===== src/rgbpwe_pkg.sv =====
// shared types, constants and helpers for the rgb pixel pulse-width encoder
package rgbpwe_pkg;

	localparam int CHAN_W  = 8;
	localparam int TICK_W  = 15;
	localparam int WORD_W  = 3 * CHAN_W;
	localparam int SYMBOLS = WORD_W;
	localparam int SYM_W   = $clog2(SYMBOLS);
	localparam int CFG_IDX_W  = 3;
	localparam int CFG_DATA_W = TICK_W;

	localparam int FIFO_DEPTH_DEF = 2;

	localparam logic [CFG_IDX_W-1:0] REG_BRIGHTNESS = 3'd0;
	localparam logic [CFG_IDX_W-1:0] REG_ZERO_HIGH  = 3'd1;
	localparam logic [CFG_IDX_W-1:0] REG_ZERO_LOW   = 3'd2;
	localparam logic [CFG_IDX_W-1:0] REG_ONE_HIGH   = 3'd3;
	localparam logic [CFG_IDX_W-1:0] REG_ONE_LOW    = 3'd4;

	localparam logic [CHAN_W-1:0] BRIGHTNESS_RST = 8'd255;
	localparam logic [TICK_W-1:0] ZERO_HIGH_RST  = 15'd10;
	localparam logic [TICK_W-1:0] ZERO_LOW_RST   = 15'd40;
	localparam logic [TICK_W-1:0] ONE_HIGH_RST   = 15'd35;
	localparam logic [TICK_W-1:0] ONE_LOW_RST    = 15'd15;

	localparam logic [SYM_W-1:0] LAST_SYM = SYM_W'(SYMBOLS - 1);

	typedef struct packed {
		logic [TICK_W-1:0] zero_high;
		logic [TICK_W-1:0] zero_low;
		logic [TICK_W-1:0] one_high;
		logic [TICK_W-1:0] one_low;
	} timing_t;

	function automatic logic [CHAN_W-1:0] scale_chan(input logic [CHAN_W-1:0] c,
			input logic [CHAN_W-1:0] b);
		logic [2*CHAN_W-1:0] p;
		p = c * b;
		return p[2*CHAN_W-1:CHAN_W];
	endfunction

endpackage


===== src/rgb_pixel_pulse_width_encoder_core.sv =====
// rgb pixel pulse-width encoder: top level with the configuration registers
//
// in channel (in_valid/in_ready, red/green/blue): one pixel per request.
// out channel (out_valid/out_ready): 24 symbols per pixel, green, red, blue,
// msb first; each carries high_ticks/low_ticks for its bit, last marks the 24th.
// cfg_we/cfg_index/cfg_data write brightness and the four tick timings;
// writes are taken at once and should only happen while the block is idle.
// with the pipe empty, the first symbol of a pixel is scaled into the front-end
// register as its request is taken, then queued, then loaded into the symbol
// register.
// throughput: one symbol per cycle while the receiver is ready, set by the
// serializer's single output register; the front end and the queue of
// FIFO_DEPTH words take further pixels while symbols are still going out.
// a stalled receiver holds the current symbol; the queue fills and then
// in_ready drops. reset clears all valid state and loads the register
// defaults (brightness 255, ticks 10/40/35/15).
module rgb_pixel_pulse_width_encoder_core import rgbpwe_pkg::*; #(
	parameter int FIFO_DEPTH = FIFO_DEPTH_DEF
) (
	input  logic                  clk,
	input  logic                  arst_n,
	input  logic                  in_valid,
	output logic                  in_ready,
	input  logic [CHAN_W-1:0]     red,
	input  logic [CHAN_W-1:0]     green,
	input  logic [CHAN_W-1:0]     blue,
	output logic                  out_valid,
	input  logic                  out_ready,
	output logic [TICK_W-1:0]     high_ticks,
	output logic [TICK_W-1:0]     low_ticks,
	output logic                  bit_value,
	output logic                  last,
	input  logic                  cfg_we,
	input  logic [CFG_IDX_W-1:0]  cfg_index,
	input  logic [CFG_DATA_W-1:0] cfg_data
);

	logic [CHAN_W-1:0] brightness_q;
	timing_t           timing_q;
	logic              wr_valid;
	logic              wr_ready;
	logic [WORD_W-1:0] wr_data;
	logic              rd_valid;
	logic              rd_pop;
	logic [WORD_W-1:0] rd_data;

	always_ff @(posedge clk or negedge arst_n) begin
		if (!arst_n) begin
			brightness_q       <= BRIGHTNESS_RST;
			timing_q.zero_high <= ZERO_HIGH_RST;
			timing_q.zero_low  <= ZERO_LOW_RST;
			timing_q.one_high  <= ONE_HIGH_RST;
			timing_q.one_low   <= ONE_LOW_RST;
		end else if (cfg_we) begin
			case (cfg_index)
				REG_BRIGHTNESS: brightness_q       <= cfg_data[CHAN_W-1:0];
				REG_ZERO_HIGH:  timing_q.zero_high <= cfg_data[TICK_W-1:0];
				REG_ZERO_LOW:   timing_q.zero_low  <= cfg_data[TICK_W-1:0];
				REG_ONE_HIGH:   timing_q.one_high  <= cfg_data[TICK_W-1:0];
				REG_ONE_LOW:    timing_q.one_low   <= cfg_data[TICK_W-1:0];
				default: begin
				end
			endcase
		end
	end

	rgbpwe_front u_front (
		.clk        (clk),
		.arst_n     (arst_n),
		.in_valid   (in_valid),
		.in_ready   (in_ready),
		.red        (red),
		.green      (green),
		.blue       (blue),
		.brightness (brightness_q),
		.wr_valid   (wr_valid),
		.wr_ready   (wr_ready),
		.wr_data    (wr_data)
	);

	rgbpwe_fifo #(
		.DEPTH (FIFO_DEPTH)
	) u_fifo (
		.clk      (clk),
		.arst_n   (arst_n),
		.wr_valid (wr_valid),
		.wr_ready (wr_ready),
		.wr_data  (wr_data),
		.rd_valid (rd_valid),
		.rd_pop   (rd_pop),
		.rd_data  (rd_data)
	);

	rgbpwe_back u_back (
		.clk        (clk),
		.arst_n     (arst_n),
		.rd_valid   (rd_valid),
		.rd_pop     (rd_pop),
		.rd_data    (rd_data),
		.timing     (timing_q),
		.out_valid  (out_valid),
		.out_ready  (out_ready),
		.high_ticks (high_ticks),
		.low_ticks  (low_ticks),
		.bit_value  (bit_value),
		.last       (last)
	);

endmodule


===== src/rgbpwe_front.sv =====
// front end: takes pixel requests, applies brightness and packs the grb word
module rgbpwe_front import rgbpwe_pkg::*; (
	input  logic              clk,
	input  logic              arst_n,
	input  logic              in_valid,
	output logic              in_ready,
	input  logic [CHAN_W-1:0] red,
	input  logic [CHAN_W-1:0] green,
	input  logic [CHAN_W-1:0] blue,
	input  logic [CHAN_W-1:0] brightness,
	output logic              wr_valid,
	input  logic              wr_ready,
	output logic [WORD_W-1:0] wr_data
);

	logic              valid_s1;
	logic [WORD_W-1:0] word_s1;

	assign in_ready = !valid_s1 || wr_ready;
	assign wr_valid = valid_s1;
	assign wr_data  = word_s1;

	always_ff @(posedge clk or negedge arst_n) begin
		if (!arst_n) begin
			valid_s1 <= 1'b0;
		end else if (in_ready) begin
			valid_s1 <= in_valid;
		end
	end

	always_ff @(posedge clk) begin
		if (in_ready && in_valid) begin
			word_s1 <= {scale_chan(green, brightness), scale_chan(red, brightness),
				scale_chan(blue, brightness)};
		end
	end

endmodule


===== src/rgbpwe_fifo.sv =====
// short word queue between the front end and the symbol serializer
module rgbpwe_fifo import rgbpwe_pkg::*; #(
	parameter int DEPTH = FIFO_DEPTH_DEF
) (
	input  logic              clk,
	input  logic              arst_n,
	input  logic              wr_valid,
	output logic              wr_ready,
	input  logic [WORD_W-1:0] wr_data,
	output logic              rd_valid,
	input  logic              rd_pop,
	output logic [WORD_W-1:0] rd_data
);

	localparam int PTR_W = $clog2(DEPTH);
	localparam int CNT_W = $clog2(DEPTH + 1);
	localparam logic [PTR_W-1:0] LAST_PTR = PTR_W'(DEPTH - 1);
	localparam logic [CNT_W-1:0] FULL_CNT = CNT_W'(DEPTH);

	logic [WORD_W-1:0] mem_q [DEPTH];
	logic [PTR_W-1:0]  wr_ptr_q;
	logic [PTR_W-1:0]  rd_ptr_q;
	logic [CNT_W-1:0]  count_q;
	logic              push;
	logic              pop;

	assign wr_ready = count_q != FULL_CNT;
	assign rd_valid = count_q != '0;
	assign rd_data  = mem_q[rd_ptr_q];
	assign push     = wr_valid && wr_ready;
	assign pop      = rd_pop && rd_valid;

	always_ff @(posedge clk or negedge arst_n) begin
		if (!arst_n) begin
			wr_ptr_q <= '0;
			rd_ptr_q <= '0;
			count_q  <= '0;
		end else begin
			if (push) begin
				wr_ptr_q <= (wr_ptr_q == LAST_PTR) ? '0 : wr_ptr_q + 1'b1;
			end
			if (pop) begin
				rd_ptr_q <= (rd_ptr_q == LAST_PTR) ? '0 : rd_ptr_q + 1'b1;
			end
			if (push && !pop) begin
				count_q <= count_q + 1'b1;
			end else if (pop && !push) begin
				count_q <= count_q - 1'b1;
			end
		end
	end

	always_ff @(posedge clk) begin
		if (push) begin
			mem_q[wr_ptr_q] <= wr_data;
		end
	end

endmodule


===== src/rgbpwe_back.sv =====
// back end: shifts the word out msb first, one timed symbol per cycle unless stalled
module rgbpwe_back import rgbpwe_pkg::*; (
	input  logic              clk,
	input  logic              arst_n,
	input  logic              rd_valid,
	output logic              rd_pop,
	input  logic [WORD_W-1:0] rd_data,
	input  timing_t           timing,
	output logic              out_valid,
	input  logic              out_ready,
	output logic [TICK_W-1:0] high_ticks,
	output logic [TICK_W-1:0] low_ticks,
	output logic              bit_value,
	output logic              last
);

	logic              busy_q;
	logic [SYM_W-1:0]  cnt_q;
	logic [WORD_W-1:0] word_q;
	logic              adv;
	logic              emit;
	logic              b;

	assign adv    = !out_valid || out_ready;
	// a fresh word is fetched and its first bit sent in the same cycle
	assign rd_pop = adv && !busy_q && rd_valid;
	assign emit   = adv && (busy_q || rd_valid);
	assign b      = busy_q ? word_q[WORD_W-1] : rd_data[WORD_W-1];

	always_ff @(posedge clk or negedge arst_n) begin
		if (!arst_n) begin
			busy_q    <= 1'b0;
			cnt_q     <= '0;
			out_valid <= 1'b0;
		end else if (adv) begin
			out_valid <= emit;
			if (busy_q) begin
				cnt_q  <= cnt_q + 1'b1;
				busy_q <= cnt_q != LAST_SYM;
			end else if (rd_valid) begin
				cnt_q  <= SYM_W'(1);
				busy_q <= 1'b1;
			end
		end
	end

	always_ff @(posedge clk) begin
		if (emit) begin
			word_q     <= busy_q ? {word_q[WORD_W-2:0], 1'b0} : {rd_data[WORD_W-2:0], 1'b0};
			high_ticks <= b ? timing.one_high : timing.zero_high;
			low_ticks  <= b ? timing.one_low : timing.zero_low;
			bit_value  <= b;
			last       <= busy_q && (cnt_q == LAST_SYM);
		end
	end

endmodule


===== config.mk =====
export PLATFORM = sky130hd
export DESIGN_NAME = rgb_pixel_pulse_width_encoder_core
export DESIGN_NICKNAME = d
export VERILOG_FILES = /design/src/rgbpwe_pkg.sv /design/src/rgb_pixel_pulse_width_encoder_core.sv /design/src/rgbpwe_front.sv /design/src/rgbpwe_fifo.sv /design/src/rgbpwe_back.sv
export SDC_FILE = /design/constraint.sdc
export NUM_CORES = 1
export LEC_CHECK = 0
export BUFFER_PORTS_ARGS = -buffer_cell sky130_fd_sc_hd__buf_2
export CAP_MARGIN = 20
export CORE_MARGIN = 8
export CORE_UTILIZATION = 56
export CTS_CLUSTER_SIZE = 40
export DETAILED_ROUTE_END_ITERATION = 10
export PLACE_DENSITY = 0.77
export SYNTH_ARGS = -nofsm -noshare
export SYNTH_HDL_FRONTEND = slang
export SYNTH_SLANG_ARGS = --single-unit
export TNS_END_PERCENT = 100

===== constraint.sdc =====
create_clock -name clk -period 4.75 [get_ports clk]
set_input_delay 0.95 -clock clk [delete_from_list [all_inputs] [get_ports clk]]
set_output_delay 0.95 -clock clk [all_outputs]
set_load 0.02 [all_outputs]

==> impl.org <==
** Outcome
- Status :: complete, but fails checks
- Failing checks :: setup timing

** Critical path
- The number of buffers and inverters on the critical path is 3.
- Critical path startpoint category :: flop
- Master of the slowest instance on the critical path :: sky130_fd_sc_hd__dfstp_2
- Among the stages of the critical path, the cell type that occurs most often is sky130_fd_sc_hd__fa_1.
- Data arrives at the worst endpoint at slightly above 5 ns.
- Max stage delay on crit path :: roughly 0.63 ns
- The worst setup path is captured at a flop.
- Along the worst path, the maximum fanout reaches 4.
- For the worst setup path, the data required time is about 5 ns.
- Largest delay share family, worst path :: adder cells
- Critical path, cell by cell :: buf_6 > and2_1 > fa_1 > fa_1 > fa_1 > inv_1 > fa_1 > inv_1 > ha_4 > and3_4 > and3_4 > a221oi_4 > a21oi_2 > or4_1 > and3_1
- The critical path is of the reg2reg type.

** Route
- Total wirelength of the detailed-routed design :: 27,800 µm
- Dividing the detail-routed wire length by the instance count gives 17.6 µm.
- Summing over every cut layer, the via total after detailed routing is roughly 8,500.
- Via-to-Cell Ratio :: between 5 and 6
- The detail route stage leaves a number of antenna-violating nets equal to 0.
- After the first detailed-routing iteration, the DRC count stood at about 460.
- The first TritonRoute pass finished after 4 iterations.
- Number of remaining DRC errors :: 0

** STA
- For the pin with the worst max-slew slack, the measured transition is 1.02 ns.
- For the final database, setup skew stands at 0.0235 ns.
- Pins Over Slew Limit :: 0
- Final hold analysis gives a worst-case slack of 0.437 ns.
- Setup repair after global routing could not meet its margin everywhere.
- Final Hold Vio Count :: 0
- Dividing the final minimum period by the clock period gives 101%.
- Worst setup margin :: -0.0483 ns
- Measured against its own limit, the worst slew margin works out to about a third.
- Counting I/O delays and the setup requirement, the final critical path takes about 4.8 ns.
- Setup violations remaining at the end of the flow were counted as 2.
- For this run, the top clock speed supported by timing is between 200 and 250 MHz.
- TNS Setup :: -0.0568 ns

** Place
- Count of buffers inserted at the top-level ports :: 80
- Detailed placer's ending HPWL :: a little under 20,000 µm
- At the end of routability-driven placement, the weighted congestion stood at between 0.8 and 0.9.
- Once placement completed, the tool counted placed cells totaling ~1,500.

** Yosys
- Share of synthesized area occupied by flip-flops and latches :: 43.1%
- Synthesis inferred just over 200 register bits.
- Fraction of synthesized area in multiplexers :: 9.92%
- Leading post-synthesis cells by cell area :: sky130_fd_sc_hd__edfxtp_1, sky130_fd_sc_hd__fa_1, sky130_fd_sc_hd__dfrtp_1
- The synthesized netlist devotes 3.77% of its cell area to compound gates.
- Synthesis produced around 1,100 cells.
- sky130_fd_sc_hd__and2_1 is the most common cell in the netlist.
- Synthesized cell area :: roughly 14,000 µm²
- In the synthesized netlist the async set-or-reset flop fraction comes to 38.6%.
- Count of synthesis-stage warnings from yosys :: 0
- Most area-hungry cell type in the Yosys netlist :: sky130_fd_sc_hd__edfxtp_1
- Number of enable-type register cells in the synthesized netlist :: about 130
- Among all flip-flop cells after synthesis, the most frequent one is sky130_fd_sc_hd__edfxtp_1.
- Main combinational cell family by area after synthesis :: adder cells
- After synthesis, the largest area contributor takes up ~28% of total cell area.
- A synthesized cell averages 12.3 µm².
- Post-synthesis adder-cell area fraction :: between 20% and 30%
- Post-synth net total :: approximately 1,400
- Area share of xor/xnor cells in the synthesized design :: 1.94%
- Netlist cell types :: 50
- Commonest cells post-synth :: sky130_fd_sc_hd__and2_1, sky130_fd_sc_hd__edfxtp_1, sky130_fd_sc_hd__inv_1
- Of the total synthesized cell area, the portion taken by AND, OR, NAND and NOR gates is 12.0%.

** GRT
- Vias in the first global route :: roughly 9,100
- Global routing used approximately 19% of the available tracks across all layers.
- The first global-routing pass estimated between 40,000 and 50,000 µm of wire.
- Total global routing overflow :: 0
- The initial antenna violation count is 0.
- Maximum number of pins on one net before global-route repair :: 81

** Finish
- Antenna cells :: 0
- Number of nets in the layout :: roughly 1,500
- Cells fill ~66% of the core in the end.
- After the flow finishes, the layout carries non-filler instances totaling 1,582.
- The post-route netlist has between 20 and 30% of its cells at a drive strength greater than 1.
- Layout Area Growth over Synthesis :: 16.5%

** Power
- Power per unit of standard cell area :: 660 nW/µm²
- Overall power :: between 10 and 15 mW
- Per report_power, the clock group accounts for between 10% and 20% of the total.
- Fraction of power spent switching nets :: a little under two fifths
- In this run, the combinational gates consume between 50% and 60% of the power.
- Switching power of the nets :: 3.92 mW
- In this run, flip-flops and latches consume between 20% and 30% of the power.
- Peak supply drop :: slightly below 0.4 mV
- The internal portion of the total power is 6.50 mW.
- Leak pwr :: between 7 and 8 nW

** Clocking
- H-Tree Level Count :: 1
- Clock tree synthesis inserted a total of 21 buffers.
- Clock-pin slew was measured on the worst setup and hold paths at around 0.06 ns.
- Clock tree root driver cell :: sky130_fd_sc_hd__clkbuf_16
- At the later pin of the worst-skew pair, clock insertion delay measures about 0.5 ns.
- CTS tree :: done
- No sink is reached through more buffers than the 3 on the longest clock path.
- Sinks on the clock net :: a little over 200
- Count of hold buffers inserted by post-cts repair :: 0

** Run
- The tool flagged a number of max-cap violations equal to 0.

** Floorplanning
- Die W :: about 170 µm
- Initial Utilization :: between 50% and 60%
- Vertical extent of the die :: ~170 µm
- During I/O placement, the number of pins put on the boundary was just over 80.
- Total Die Area :: 29,400 µm²
- The core region is approximately 24,000 µm².
- The floorplan has 57 rows.

** Worst hold path
- The min-delay analysis places its worst path in the category in2async.
## path summary, 6_finish.rpt
kind                               startpoint                  to  slack (ns)  cells after the start
max                           brightness_q[7]  u_front.wr_data[7]       -0.05                     15
min in group clk           u_front.wr_data[1]  u_fifo.mem_q[1][1]        0.44                      0
min                                    arst_n        timing_q[18]        0.44                      1
max reg2reg                   brightness_q[7]  u_front.wr_data[7]       -0.05                     15
max in group asynchronous              arst_n        timing_q[33]        3.66                      2
min reg2reg                u_front.wr_data[1]  u_fifo.mem_q[1][1]        0.44                      0
## routing by layer
| layer | vias up | part of all wire [%] | GRT usage [%] |
|---|---|---|---|
| met3 | 44 | 4.2 | 2.18 |
| met1 | 4301 | 44 | 26.2 |
| met2 | 183 | 50 | 33.1 |
| met5 | - | 0 | 0 |
| met4 | 0 | 2.6 | 4.80 |
| li1 | 3996 | - | - |
## cells in the final DEF, fill, tap and decap left out, types with 3 or more instances in the layout
| master | n |
|---|---|
| sky130_fd_sc_hd__a21o_1 | 6 |
| sky130_fd_sc_hd__a21oi_1 | 20 |
| sky130_fd_sc_hd__a21oi_2 | 3 |
| sky130_fd_sc_hd__a31oi_1 | 5 |
| sky130_fd_sc_hd__and2_1 | 146 |
| sky130_fd_sc_hd__and3_1 | 5 |
| sky130_fd_sc_hd__buf_12 | 7 |
| sky130_fd_sc_hd__buf_2 | 79 |
| sky130_fd_sc_hd__buf_4 | 69 |
| sky130_fd_sc_hd__buf_6 | 3 |
| sky130_fd_sc_hd__clkbuf_1 | 5 |
| sky130_fd_sc_hd__clkbuf_16 | 21 |
| sky130_fd_sc_hd__clkinv_1 | 4 |
| sky130_fd_sc_hd__dfrtp_1 | 61 |
| sky130_fd_sc_hd__dfstp_2 | 16 |
| sky130_fd_sc_hd__dfstp_4 | 3 |
| sky130_fd_sc_hd__edfxtp_1 | 127 |
| sky130_fd_sc_hd__fa_1 | 103 |
| sky130_fd_sc_hd__ha_1 | 95 |
| sky130_fd_sc_hd__ha_4 | 6 |
| sky130_fd_sc_hd__inv_1 | 120 |
| sky130_fd_sc_hd__mux2_2 | 98 |
| sky130_fd_sc_hd__mux2i_1 | 24 |
| sky130_fd_sc_hd__nand2_1 | 76 |
| sky130_fd_sc_hd__nand2b_1 | 4 |
| sky130_fd_sc_hd__nand3_1 | 5 |
| sky130_fd_sc_hd__nand4_1 | 8 |
| sky130_fd_sc_hd__nand4b_1 | 4 |
| sky130_fd_sc_hd__nor2_1 | 17 |
| sky130_fd_sc_hd__nor3_1 | 5 |
| sky130_fd_sc_hd__o21a_1 | 3 |
| sky130_fd_sc_hd__o21ai_0 | 27 |
| sky130_fd_sc_hd__o21ai_1 | 4 |
| sky130_fd_sc_hd__xnor2_1 | 15 |
| sky130_fd_sc_hd__xor2_1 | 15 |
## worst reg2reg max path: cells and delay by family, from the launching register on
family | cells | cell delay (ns)
AOI/OAI and AO/OA | 2 | 0.36
DFF | 1 | 0.63
and+or+nand+nor | 5 | 1.13
buffers and inverters | 3 | 0.27
adders and majority gates | 5 | 2.18
## power groups by stage
stage               clock network, mW  logic, mW  registers, mW
finish                           1.51       5.83           3.08
floorplan                           0       3.78           3.06
global route                     1.62       6.52           3.14
global placement                    0       5.17           3.10
CTS                              1.54       5.56           3.10
detailed placement                  0       5.39           3.13
## registers in the layout, indices dropped and copies added, names as in the netlist
signal,cells
u_fifo.mem_q,48
u_fifo.count_q,2
u_front.wr_valid,1
u_back.word_q,23
u_front.wr_data,24
u_fifo.rd_ptr_q,1
u_fifo.wr_ptr_q,1
u_back.high_ticks,15
u_back.last,1
brightness_q,8
u_back.busy_q,1
u_back.low_ticks,15
u_back.bit_value,1
u_back.out_valid,1
u_back.cnt_q,5
timing_q,60
## what timing repair did
action                                  in CTS  in global routing
setup buffers                               11                  8
pin swaps                                    3                 10
resized for setup                            8                 27
endpoints found under the setup margin       6                 13
cloned                                       0                  0
## stage by stage
stage / cell area [µm²] / worst slack (ns)
after floorplan: 13600 / -0.181
after global placement: 14800 / -0.347
after detailed placement: 14800 / -0.419
after CTS: 15500 / 0.00328
after global routing: 15800 / -0.183
final: 15800 / -0.0483
## layout make-up
type	count	area [µm²]
Inverter	122	458
Timing Repair Buffer	161	1140
Multi-Input combinational cell	734	7320
Clock inverter	7	58.8
Sequential cell	207	5850
Tap cell	324	405
Fill cell	1765	8240
Clock buffer	27	558
## cells by family after synthesis
logic type	count (synthesis)
buf+inv	158
simple gates	293
compound gates	83
xor+xnor	30
flops	207
mux	122
fa+ha+maj	206
Power figures use the tool's default switching activity.
